==> config.mk <==
export PLATFORM = sky130hd
export DESIGN_NAME = trial_division_factorizer_top
export DESIGN_NICKNAME = d
export VERILOG_FILES = /design/src/hdl/tdf_pkg.sv /design/src/hdl/tdf_divider.sv /design/src/hdl/trial_division_factorizer_top.sv
export SDC_FILE = /design/constraint.sdc
export NUM_CORES = 1
export LEC_CHECK = 0
export ABC_AREA = 1
export BUFFER_PORTS_ARGS = -buffer_cell sky130_fd_sc_hd__buf_2
export CAP_MARGIN = 20
export CORE_ASPECT_RATIO = 0.8
export CORE_MARGIN = 8
export CORE_UTILIZATION = 46
export CTS_CLUSTER_DIAMETER = 200
export DETAILED_ROUTE_END_ITERATION = 10
export PLACE_DENSITY = 0.61
export SKIP_CTS_REPAIR_TIMING = 1
export SLEW_MARGIN = 20
export SYNTH_ARGS = -nofsm -noshare
export SYNTH_HDL_FRONTEND = slang
export SYNTH_SLANG_ARGS = --single-unit
==> constraint.sdc <==
create_clock -name aclk -period 5 [get_ports aclk]
set_clock_uncertainty 0.15 [all_clocks]
set_input_delay 0.5 -clock aclk [delete_from_list [all_inputs] [get_ports aclk]]
set_output_delay 0.5 -clock aclk [all_outputs]
set_load 0.02 [all_outputs]
==> src/hdl/tdf_pkg.sv <==
// Shared constants, types and elaboration helpers for the trial division factoriser.
package tdf_pkg;

    localparam int DEF_VALUE_BITS        = 32;
    localparam int DEF_PRIME_TABLE_DEPTH = 8192;
    localparam int DATA_BITS             = 32;
    localparam int MAX_RESULTS           = 32;
    localparam int RESULT_CNT_BITS       = $clog2(MAX_RESULTS);

    typedef enum logic [1:0] {
        ST_IDLE,
        ST_TEST,
        ST_DIVIDE,
        ST_EMIT
    } tdf_state_t;

    typedef struct packed {
        logic busy;
        logic done;
        logic rem_zero;
    } tdf_div_status_t;

    // number of primes below 2**k
    function automatic int prime_count_f(int k);
        int n;
        unique case (k)
            0, 1:    n = 0;
            2:       n = 2;
            3:       n = 4;
            4:       n = 6;
            5:       n = 11;
            6:       n = 18;
            7:       n = 31;
            8:       n = 54;
            9:       n = 97;
            10:      n = 172;
            11:      n = 309;
            12:      n = 564;
            13:      n = 1028;
            14:      n = 1900;
            15:      n = 3512;
            16:      n = 6542;
            17:      n = 12251;
            18:      n = 23000;
            19:      n = 43390;
            default: n = 32'h7fff_ffff;
        endcase
        return n;
    endfunction

    // one past the last prime the search may use, or 2**(value_bits/2) when depth covers every prime below it
    function automatic longint unsigned table_end_f(int value_bits, int depth);
        longint unsigned cand;
        longint unsigned t;
        longint unsigned m;
        int              found;
        bit              is_p;
        found = 0;
        cand  = 64'd1;
        if (depth >= prime_count_f(value_bits / 2)) begin
            return 64'd1 << (value_bits / 2);
        end
        while (found < depth) begin
            cand = cand + 64'd1;
            is_p = 1'b1;
            for (t = 64'd2; (t * t <= cand) && is_p; t = t + 64'd1) begin
                m = t;
                while (m < cand) begin
                    m = m + t;
                end
                if (m == cand) begin
                    is_p = 1'b0;
                end
            end
            if (is_p) begin
                found = found + 1;
            end
        end
        return cand + 64'd1;
    endfunction

endpackage

==> src/hdl/tdf_divider.sv <==
// Restoring divider, one quotient bit per cycle, shared by every trial division.
module tdf_divider #(
    parameter int VALUE_BITS   = tdf_pkg::DEF_VALUE_BITS,
    parameter int DIVISOR_BITS = tdf_pkg::DEF_VALUE_BITS / 2 + 1
) (
    input  logic                      aclk,
    input  logic                      aresetn,
    input  logic                      start,
    input  logic [VALUE_BITS-1:0]     dividend,
    input  logic [DIVISOR_BITS-1:0]   divisor,   // held stable while busy
    output tdf_pkg::tdf_div_status_t  status,
    output logic [VALUE_BITS-1:0]     quotient
);

    localparam int CNT_BITS = $clog2(VALUE_BITS);
    localparam logic [CNT_BITS-1:0] CNT_LAST = CNT_BITS'(VALUE_BITS - 1);

    logic [DIVISOR_BITS-1:0] acc_reg, acc_next;
    logic [VALUE_BITS-1:0]   quo_reg, quo_next;
    logic [CNT_BITS-1:0]     cnt_reg, cnt_next;
    logic                    busy_reg, busy_next;
    logic                    done_reg, done_next;

    logic [DIVISOR_BITS:0]   shifted;
    logic [DIVISOR_BITS+1:0] diff;
    logic                    fits;

    always_comb begin
        shifted = {acc_reg, quo_reg[VALUE_BITS-1]};
        diff    = {1'b0, shifted} - {2'b00, divisor};
        fits    = ~diff[DIVISOR_BITS+1];

        acc_next  = acc_reg;
        quo_next  = quo_reg;
        cnt_next  = cnt_reg;
        busy_next = busy_reg;
        done_next = 1'b0;
        if (start) begin
            acc_next  = '0;
            quo_next  = dividend;
            cnt_next  = '0;
            busy_next = 1'b1;
        end else if (busy_reg) begin
            acc_next = fits ? diff[DIVISOR_BITS-1:0] : shifted[DIVISOR_BITS-1:0];
            quo_next = {quo_reg[VALUE_BITS-2:0], fits};
            cnt_next = cnt_reg + 1'b1;
            if (cnt_reg == CNT_LAST) begin
                busy_next = 1'b0;
                done_next = 1'b1;
            end
        end
    end

    always_ff @(posedge aclk) begin
        if (!aresetn) begin
            busy_reg <= 1'b0;
            done_reg <= 1'b0;
        end else begin
            busy_reg <= busy_next;
            done_reg <= done_next;
        end
        acc_reg <= acc_next;
        quo_reg <= quo_next;
        cnt_reg <= cnt_next;
    end

    assign status.busy     = busy_reg;
    assign status.done     = done_reg;
    assign status.rem_zero = (acc_reg == '0);
    assign quotient        = quo_reg;

endmodule

==> src/hdl/trial_division_factorizer_top.sv <==
// Top level of the trial division prime factoriser.
//
// s_ channel: one request per value to factor (s_tdata). The block takes a
// request only when idle; s_tready stays low until the last factor of the
// previous value has been loaded into the output register.
// m_ channel: one request per prime factor in ascending order with
// multiplicity; m_tlast marks the final factor of a value, m_tuser flags an
// input below two, which is echoed back alone with m_tlast set.
// Trial divisors run 2, 3 and then 6k-1, 6k+1 up to the square root of the
// cofactor, or the end of the prime range set by PRIME_TABLE_DEPTH, and each
// takes one pass of the shared bit-serial divider. When the search ends, the
// final factor passes from ST_TEST through ST_EMIT into the output register.
// Reset (aresetn, synchronous) returns to idle and drops m_tvalid. A stall on
// m_tready holds the factor in the output register; the search runs on and
// waits at the next factor until the held one is taken.
module trial_division_factorizer_top #(
    parameter int VALUE_BITS        = tdf_pkg::DEF_VALUE_BITS,
    parameter int PRIME_TABLE_DEPTH = tdf_pkg::DEF_PRIME_TABLE_DEPTH
) (
    input  logic                          aclk,
    input  logic                          aresetn,
    input  logic                          s_tvalid,
    output logic                          s_tready,
    input  logic [tdf_pkg::DATA_BITS-1:0] s_tdata,   // [31:0] value
    output logic                          m_tvalid,
    input  logic                          m_tready,
    output logic [tdf_pkg::DATA_BITS-1:0] m_tdata,   // [31:0] factor
    output logic                          m_tlast,
    output logic                          m_tuser    // [0] bad_input
);

    localparam int D_BITS  = VALUE_BITS / 2 + 1;
    localparam int SQ_BITS = 2 * D_BITS;
    localparam int CB      = tdf_pkg::RESULT_CNT_BITS;
    localparam logic [D_BITS-1:0] TABLE_END =
        D_BITS'(tdf_pkg::table_end_f(VALUE_BITS, PRIME_TABLE_DEPTH));
    localparam logic [CB-1:0] CNT_LAST = CB'(tdf_pkg::MAX_RESULTS - 1);

    tdf_pkg::tdf_state_t state_reg, state_next;

    logic [VALUE_BITS-1:0]         rem_reg, rem_next;
    logic [D_BITS-1:0]             cand_reg, cand_next;
    logic [SQ_BITS-1:0]            sq_reg, sq_next;
    logic                          step4_reg, step4_next;
    logic [CB-1:0]                 cnt_reg, cnt_next;
    logic [VALUE_BITS-1:0]         pend_fac_reg, pend_fac_next;
    logic                          pend_last_reg, pend_last_next;
    logic                          pend_bad_reg, pend_bad_next;
    logic                          out_valid_reg, out_valid_next;
    logic [tdf_pkg::DATA_BITS-1:0] out_data_reg, out_data_next;
    logic                          out_last_reg, out_last_next;
    logic                          out_bad_reg, out_bad_next;

    logic                     bad_value;
    logic                     search_end;
    logic                     out_free;
    logic                     div_start;
    tdf_pkg::tdf_div_status_t div_status;
    logic [VALUE_BITS-1:0]    div_quotient;

    assign bad_value  = (rem_reg < VALUE_BITS'(2));
    assign search_end = (cand_reg >= TABLE_END) || (sq_reg > SQ_BITS'(rem_reg));
    assign out_free   = ~out_valid_reg | m_tready;

    tdf_divider #(
        .VALUE_BITS  (VALUE_BITS),
        .DIVISOR_BITS(D_BITS)
    ) u_divider (
        .aclk    (aclk),
        .aresetn (aresetn),
        .start   (div_start),
        .dividend(rem_reg),
        .divisor (cand_reg),
        .status  (div_status),
        .quotient(div_quotient)
    );

    // next state
    always_comb begin
        state_next = state_reg;
        unique case (state_reg)
            tdf_pkg::ST_IDLE: begin
                if (s_tvalid) begin
                    state_next = tdf_pkg::ST_TEST;
                end
            end
            tdf_pkg::ST_TEST: begin
                if (bad_value || search_end) begin
                    state_next = tdf_pkg::ST_EMIT;
                end else begin
                    state_next = tdf_pkg::ST_DIVIDE;
                end
            end
            tdf_pkg::ST_DIVIDE: begin
                if (div_status.done) begin
                    state_next = div_status.rem_zero ? tdf_pkg::ST_EMIT : tdf_pkg::ST_TEST;
                end
            end
            tdf_pkg::ST_EMIT: begin
                if (out_free) begin
                    state_next = pend_last_reg ? tdf_pkg::ST_IDLE : tdf_pkg::ST_TEST;
                end
            end
        endcase
    end

    // sequencer outputs
    always_comb begin
        s_tready  = (state_reg == tdf_pkg::ST_IDLE);
        div_start = (state_reg == tdf_pkg::ST_TEST) && !bad_value && !search_end;
    end

    // datapath
    always_comb begin
        rem_next       = rem_reg;
        cand_next      = cand_reg;
        sq_next        = sq_reg;
        step4_next     = step4_reg;
        cnt_next       = cnt_reg;
        pend_fac_next  = pend_fac_reg;
        pend_last_next = pend_last_reg;
        pend_bad_next  = pend_bad_reg;
        out_data_next  = out_data_reg;
        out_last_next  = out_last_reg;
        out_bad_next   = out_bad_reg;
        out_valid_next = out_valid_reg & ~m_tready;

        unique case (state_reg)
            tdf_pkg::ST_IDLE: begin
                if (s_tvalid) begin
                    rem_next   = VALUE_BITS'(s_tdata);
                    cand_next  = D_BITS'(2);
                    sq_next    = SQ_BITS'(4);
                    step4_next = 1'b0;
                    cnt_next   = '0;
                end
            end
            tdf_pkg::ST_TEST: begin
                pend_fac_next  = rem_reg;
                pend_last_next = 1'b1;
                pend_bad_next  = bad_value;
            end
            tdf_pkg::ST_DIVIDE: begin
                if (div_status.done) begin
                    if (div_status.rem_zero) begin
                        pend_bad_next = 1'b0;
                        if (cnt_reg == CNT_LAST) begin
                            pend_fac_next  = rem_reg;
                            pend_last_next = 1'b1;
                        end else begin
                            pend_fac_next  = VALUE_BITS'(cand_reg);
                            pend_last_next = (div_quotient == VALUE_BITS'(1));
                            rem_next       = div_quotient;
                            cnt_next       = cnt_reg + 1'b1;
                        end
                    end else begin
                        priority if (cand_reg == D_BITS'(2)) begin
                            cand_next = D_BITS'(3);
                            sq_next   = SQ_BITS'(9);
                        end else if (cand_reg == D_BITS'(3)) begin
                            cand_next = D_BITS'(5);
                            sq_next   = SQ_BITS'(25);
                        end else if (step4_reg) begin
                            cand_next  = cand_reg + D_BITS'(4);
                            sq_next    = sq_reg + (SQ_BITS'(cand_reg) << 3) + SQ_BITS'(16);
                            step4_next = 1'b0;
                        end else begin
                            cand_next  = cand_reg + D_BITS'(2);
                            sq_next    = sq_reg + (SQ_BITS'(cand_reg) << 2) + SQ_BITS'(4);
                            step4_next = 1'b1;
                        end
                    end
                end
            end
            tdf_pkg::ST_EMIT: begin
                if (out_free) begin
                    out_valid_next = 1'b1;
                    out_data_next  = tdf_pkg::DATA_BITS'(pend_fac_reg);
                    out_last_next  = pend_last_reg;
                    out_bad_next   = pend_bad_reg;
                end
            end
        endcase
    end

    always_ff @(posedge aclk) begin
        if (!aresetn) begin
            state_reg     <= tdf_pkg::ST_IDLE;
            out_valid_reg <= 1'b0;
        end else begin
            state_reg     <= state_next;
            out_valid_reg <= out_valid_next;
        end
        rem_reg       <= rem_next;
        cand_reg      <= cand_next;
        sq_reg        <= sq_next;
        step4_reg     <= step4_next;
        cnt_reg       <= cnt_next;
        pend_fac_reg  <= pend_fac_next;
        pend_last_reg <= pend_last_next;
        pend_bad_reg  <= pend_bad_next;
        out_data_reg  <= out_data_next;
        out_last_reg  <= out_last_next;
        out_bad_reg   <= out_bad_next;
    end

    assign m_tvalid = out_valid_reg;
    assign m_tdata  = out_data_reg;
    assign m_tlast  = out_last_reg;
    assign m_tuser  = out_bad_reg;

    a_start_when_free: assert property (@(posedge aclk) disable iff (!aresetn)
        div_start |-> !div_status.busy)
        else $error("divider started while busy");

    a_done_in_divide: assert property (@(posedge aclk) disable iff (!aresetn)
        div_status.done |-> (state_reg == tdf_pkg::ST_DIVIDE))
        else $error("divider result outside divide state");

    a_divisor_in_range: assert property (@(posedge aclk) disable iff (!aresetn)
        (state_reg == tdf_pkg::ST_DIVIDE) |->
            (cand_reg >= D_BITS'(2)) && (sq_reg <= SQ_BITS'(rem_reg)))
        else $error("trial divisor outside square bound");

    a_bad_is_last: assert property (@(posedge aclk) disable iff (!aresetn)
        (m_tvalid && m_tuser) |-> m_tlast)
        else $error("bad input echo without last");

endmodule

==> results of run 1 <==
-- final cells by class --
class | count | area [sq um] | share of cell area, %
sequential | 215 | 6190 | 38.6
clock buffer | 26 | 629 | 3.93
multi-input combinational | 1308 | 7150 | 44.7
inverter | 211 | 792 | 4.95
timing repair buffer | 80 | 443 | 2.77
tap | 420 | 526 | 3.28
clock inverter | 20 | 278 | 1.74
-- worst max path at each step --
stage	from	to	slack [ns]	cells past startpoint
final	cand_reg[1]	sq_reg[18]	1.35	14
after global routing	cand_reg[1]	sq_reg[18]	1.21	14
after CTS	cand_reg[1]	sq_reg[18]	1.47	14
after detailed placement	cand_reg[1]	sq_reg[18]	1.49	14
after global placement	cand_reg[1]	sq_reg[18]	1.46	14
after floorplan	state_reg[1]	pend_bad_reg	2.00	7
-- critical path: stages (launching register included) --
cell      delay, ns
edfxtp_1       0.63
inv_1          0.21
ha_1           0.33
inv_1          0.06
ha_1           0.28
inv_1          0.12
fa_1           0.42
o21ai_1        0.33
nand2_1        0.10
nand2_1        0.15
nand2_1        0.07
nand3_1        0.14
xor2_1         0.25
nand2_1        0.08
a21oi_1        0.16
-- Yosys cell counts, drive strengths merged (5+ instances only) --
cell type	n	area share, %
a21oi	123	4.3
a31oi	5	0.22
buf	20	1.3
clkbuf	18	0.50
dfxtp	27	3.8
edfxtp	188	39
ha	123	11
inv	211	5.5
nand2	528	14
nand3	113	4.0
nand4	33	1.4
nor2	147	4.1
nor3	26	1.1
nor4	20	0.87
o21ai	141	5.7
xnor2	6	0.37
xor2	14	0.85
-- metrics by stage --
stage / setup slack, ns / instances / hold WS (ns)
finish: 1.35 / 2280 / 0.0719
floorplan: 2.00 / 1772 / 0.250
global route: 1.21 / 2280 / 0.0845
CTS: 1.47 / 2279 / 0.0542
global placement: 1.46 / 2233 / 0.250
detailed placement: 1.49 / 2233 / 0.255
-- layout by cell type (no fill, tap or decap), drive strengths merged --
cell      synthesis  final
fa                3      3
clkinvlp          0      4
o21bai            1      1
a31oi             5      5
o211a             1      1
a21o              2      2
edfxtp          188    188
and3              1      1
clkbuf           18     26
a21oi           123    123
xor2             14     14
a211oi            1      1
o211ai            1      1
nand2           528    528
nor4             20     20
o2111a            1      1
bufinv            0      6
buf              20     80
nor3b             2      2
ha              123    123
o21ai           141    141
nor2            147    147
dfxtp            27     27
inv             211    213
nand4            33     33
nand3b            4      4
or2               3      3
xnor2             6      6
o21a              4      4
nand3           113    113
clkinv            0      8
nor3             26     26
and2              4      4
a21boi            1      1
-- cells by family after synthesis --
| logic type | after synthesis | synth area share, % |
|---|---|---|
| fa+ha+maj | 126 | 11.1 |
| compound gates | 281 | 10.9 |
| buf+inv | 249 | 7.30 |
| flops | 215 | 43.1 |
| xor+xnor | 20 | 1.22 |
| simple gates | 881 | 26.3 |
-- where the power goes --
group          internal [mW]  switching (mW)  total [mW]  leakage (nW)
registers               2.91           0.697        3.61          2.00
clock network           1.23           0.796        2.03         0.431
logic                   2.04            4.56        6.60          4.82
-- metal layers --
layer  routed length, um  vias up
met4                 729        0
met2               16800      519
met3                4030       48
met1               20700     5752
li1                    -     6147
met5                   0        -
==> results by group, run 1 <==
Yosys
  • EDFF count, synth: 188
  • #FFs+latches synth: 215
  • Avg Inst Size Synth: 8.10 sq um
  • Top_reg_cell synth: edfxtp_1
  • YS warnings: 0
  • Ys async rst share: 0%
  • Post-synth cell types: 44
  • Seq/Total Area, Yosys: 43.1%
  • Synthesized Nets: 1934
  • Mapped cell area: 14400 sq um
  • Post-Syn Instances: 1772

Placement
  • Final Wtd Congestion: 0.967
  • # port buffers: 71
  • Placed cell area: 15100 sq um
  • HPWL Detailed: 32100 um

Status
  • Outcome: complete, no violations

Worst setup path
  • Register-to-register setup slack: 1.35 ns
  • Reg2reg path depth: 14
  • CP max FO: 8
  • Setup crit end kind: flip-flop
  • Reg-to-Reg Start: cand_reg[1]
  • WP data required: 5.24 ns
  • Worst path arrival time: 3.89 ns
  • Critical Path Start Type: flip-flop
  • R2r endpoint: sq_reg[18]
  • WS Path Type: flip-flop to flip-flop

Die
  • Initial Utilization: 46.2%
  • Die W: 213 um
  • Die Y: 174 um
  • Core ar.: 31100 sq um
  • Top Ports: 72
  • Area of the die: 37100 sq um
  • Site Rows: 58

Worst hold path
  • Hold/Removal Path Class: input port to flip-flop
  • Min-Delay Endpoint: state_reg[1]
  • Hold Path Cell Cnt: 3
  • Hold path startpoint: aresetn

Layout
  • Antenna diode count: 0
  • Fillcell total: 2993
  • Fin nets: 2003
  • Design Area, Final: 16000 sq um
  • Max reg flops: 33
  • Finished Core Util: 51.5%
  • Layout cells sized above 1: 10.8%
  • Synthesis-to-finish area growth: 11.5%

GRT
  • First-pass GRT wire length: 65400 um
  • Vias in the first global route: 11527
  • GR Util met2: 31.5%
  • Total grt overflow: 0
  • Largest net degree at the start of global routing: 56
  • Met1 usage: 35.3%
  • Busiest metal layer after global routing: met1
  • Initial antenna violation count: 0
  • Met3 GRT Util: 3.64%
  • GRT Util Overall: 22.4%

STA
  • Slew @ Worst Pin: 0.998 ns
  • Final hold vios: 0
  • Crit path time final: 3.65 ns
  • Fmax achieved: 0.274 GHz
  • Max_slew headroom: 33.4%
  • RSZ-0062 raised after global routing: no
  • Endpoints failing setup: 0
  • Max Slew Vio Count: 0
  • Final cycle utilization of the critical path: 72.9%
  • Sum Neg Setup Slack: 0 ns

Power
  • Pwr dens: 765 nW/um^2
  • Static Leak: 7.26 nW
  • Maximum vdd drop: 278 uV
  • Total Power: 12.2 mW

Clock network
  • Clock Latency Late Sink: 0.55 ns
  • Clock buffer depth: 3
  • Clk root buf: clkbuf_16
  • CTS Buf Count: 25
  • Clk slew on worst S/H paths: 0.07 ns
  • # clock sinks: 215
  • CTS H-tree lvls: 1
  • CTS tree: done

Routing
  • Post-route ant nets: 0
  • DR pass1 iterations: 5
  • Vias: 12466
  • Vias/cell: 5.47
  • # DRC: 0
  • Drt total wl: 42200 um
  • Routed wire per std cell: 18.5 um
  • Initial DRC count: 1345

Flow run
  • Max cap viols: 0
No activity file was read; power rests on OpenSTA's default activity.
==> run 2: changes to the inputs <==
Settings changed: PLACE_DENSITY 0.61 to 0.63.
Clock period 5 ns to 3.2 ns, I/O delays scaled along.
==> results by group, run 2 (synthesis results as in run 1) <==
Routing
  • # DRC: 0 (unchanged)
  • Routed wire per std cell: 18.5 um (-0.13%)
  • Drt total wl: 43800 um (+3.7%)
  • Post-route ant nets: 0 (unchanged)
  • Vias: 12969 (+4.0%)
  • Vias/cell: 5.48 (+0.21%)
  • DR pass1 iterations: 8 (+3)
  • Initial DRC count: 1341 (-0.30%)

Clock network
  • Clk root buf: clkbuf_16
  • Clock buffer depth: 3 (unchanged)
  • CTS tree: done
  • CTS H-tree lvls: 1 (unchanged)
  • Clock Latency Late Sink: 0.56 ns (about the same)
  • Clk slew on worst S/H paths: 0.06 ns (about the same)
  • # clock sinks: 215 (unchanged)
  • CTS Buf Count: 26 (+4.0%)

STA
  • Crit path time final: 3.05 ns (-0.593 ns)
  • RSZ-0062 raised after global routing: no
  • Final cycle utilization of the critical path: 95.5% (+23 points)
  • Final hold vios: 1 (+1)
  • Max Slew Vio Count: 0 (unchanged)
  • Sum Neg Setup Slack: 0 ns (unchanged)
  • Fmax achieved: 0.327 GHz (+19%)
  • Slew @ Worst Pin: 0.848 ns (-0.149 ns)
  • Endpoints failing setup: 0 (unchanged)
  • Hold Worst Slack: -0.00405 ns (-0.0759 ns)
  • Max_slew headroom: 43.4% (+10 points)

Worst setup path
  • Largest stage delay on the critical path: 0.55 ns (-0.08 ns)
  • CP max FO: 8 (unchanged)
  • Setup crit end kind: flip-flop
  • Slowest CP cell: edfxtp_1
  • Critical Path Start Type: flip-flop
  • WS Path Type: flip-flop to flip-flop
  • R2r endpoint: sq_reg[28]
  • CP Cell Sequence: ha_1 -> ha_1 -> a21oi_1 -> inv_1 -> o21ai_0 -> nand3_1 -> nand3_1 -> nand2_1 -> nand2_1 -> nand2_1 -> nand2_1 -> a21oi_1
  • WP data required: 3.35 ns (-1.89 ns)
  • Reg-to-Reg Start: cand_reg[5]
  • Critical path's most frequent cell: nand2_1
  • Register-to-register setup slack: 0.15 ns (-1.21 ns)
  • Worst path arrival time: 3.21 ns (-0.68 ns)
  • Reg2reg path depth: 12 (-2)

Placement
  • Final Wtd Congestion: 0.988 (+2.2%)
  • # port buffers: 71 (unchanged)
  • HPWL Detailed: 33300 um (+3.9%)

Status
  • Violated checks: hold timing
  • Outcome: complete, but fails checks

Power
  • Maximum vdd drop: 536 uV (+93%)
  • Pwr dens: 1190 nW/um^2 (+56%)
  • Sw Ratio: 48.4% (-1.1 points)
  • Sequential power share: 27.5% (-2.0 points)
  • Pint: 10.3 mW (+67%)
  • Static Leak: 7.69 nW (+6.0%)
  • P_sw: 9.68 mW (+60%)
  • Clock power share: 16.4% (-0.2 points)
  • Logic pwr share: 56.1% (+2.2 points)

Die
  • Area of the die: 37100 sq um (unchanged)
  • Die W: 213 um (unchanged)
  • Site Rows: 58 (unchanged)
  • Initial Utilization: 46.2% (unchanged)
  • Core ar.: 31100 sq um (unchanged)
  • Die Y: 174 um (unchanged)
  • Top Ports: 72 (unchanged)

Worst hold path
  • Hold path startpoint: s_tdata[0]
  • Hold/Removal Path Class: input port to flip-flop
  • Hold Path Cell Cnt: 3 (unchanged)
  • Min-Delay Endpoint: rem_reg[0]

GRT
  • First-pass GRT wire length: 67200 um (+2.8%)
  • Largest net degree at the start of global routing: 56 (unchanged)
  • Initial antenna violation count: 0 (unchanged)
  • Total grt overflow: 0 (unchanged)
  • GRT Util Overall: 22.9% (+0.53 points)
  • Vias in the first global route: 11877 (+3.0%)

Layout
  • Antenna diode count: 0 (unchanged)
  • Commonest non-fill, non-tap cell in the layout: nand2_1
  • Fin nets: 2089 (+4.3%)
  • Layout cells sized above 1: 13.2% (+2.4 points)
  • Max reg flops: 33 (unchanged)
  • Synthesis-to-finish area growth: 17.1%
  • Finished Core Util: 54.1% (+2.6 points)
  • Commonest non-fill, non-tap cells in the layout: 506 x nand2_1, 206 x inv_1, 188 x edfxtp_1

Flow run
  • Max cap viols: 0 (unchanged)
==> run 2: worst max path at each step <==
stage | startpoint | endpoint | cells past startpoint
2_1_floorplan | state_reg[1] | pend_bad_reg | 7
3_3_place_gp | cand_reg[1] | sq_reg[22] | 16
3_5_place_dp | sq_reg[4] | sq_reg[22] | 16
4_1_cts | sq_reg[4] | sq_reg[22] | 16
5_1_grt | cand_reg[5] | sq_reg[28] | 12
6_report | cand_reg[5] | sq_reg[28] | 12
==> run 2: final cells by class <==
cell class	instances	area, sq um
inverters	211	792
repair buffers	165	1180
flip-flops and latches	215	6190
fillers	2895	14300
clock buffers	36	782
multi-input cells	1308	7160
well taps	420	526
clock inverters	12	178
==> run 2: power groups by stage <==
stage          registers, mW  clock network (mW)  logic, mW
2_1_floorplan           5.21                   0       7.42
3_3_place_gp            5.45                   0       10.8
3_5_place_dp            5.49                   0       10.9
4_1_cts                 5.45                3.34       11.0
5_1_grt                 5.58                3.41       12.6
6_report                5.50                3.27       11.2
==> run 2: per-layer routing <==
metal	vias up	track usage, %	routed length, um
met5	-	0	0
met4	0	5.05	891
met3	62	5.02	3950
met2	530	32.5	17800
met1	6052	34.9	21200
li1	6325	-	-
==> run 2: metrics by stage <==
step           power, mW  hold WS [ns]  cell area, sq um  instances  worst slack (ns)
6_report            20.0      -0.00405             16800       2367             0.145
4_1_cts             19.8        -0.155             16500       2333             0.160
3_5_place_dp        16.4         0.255             15500       2285             0.180
5_1_grt             21.5       0.00698             16800       2367           0.00231
3_3_place_gp        16.3         0.251             15500       2285             0.211
2_1_floorplan       12.6         0.250             14400       1772             0.200
==> run 2: critical path, delay by kind of cell (launching register included) <==
family	cells	cell delay [ns]
fa+ha+maj	2	0.75
compound gates	3	0.61
simple gates	6	0.65
buf+inv	1	0.09
flops	1	0.55
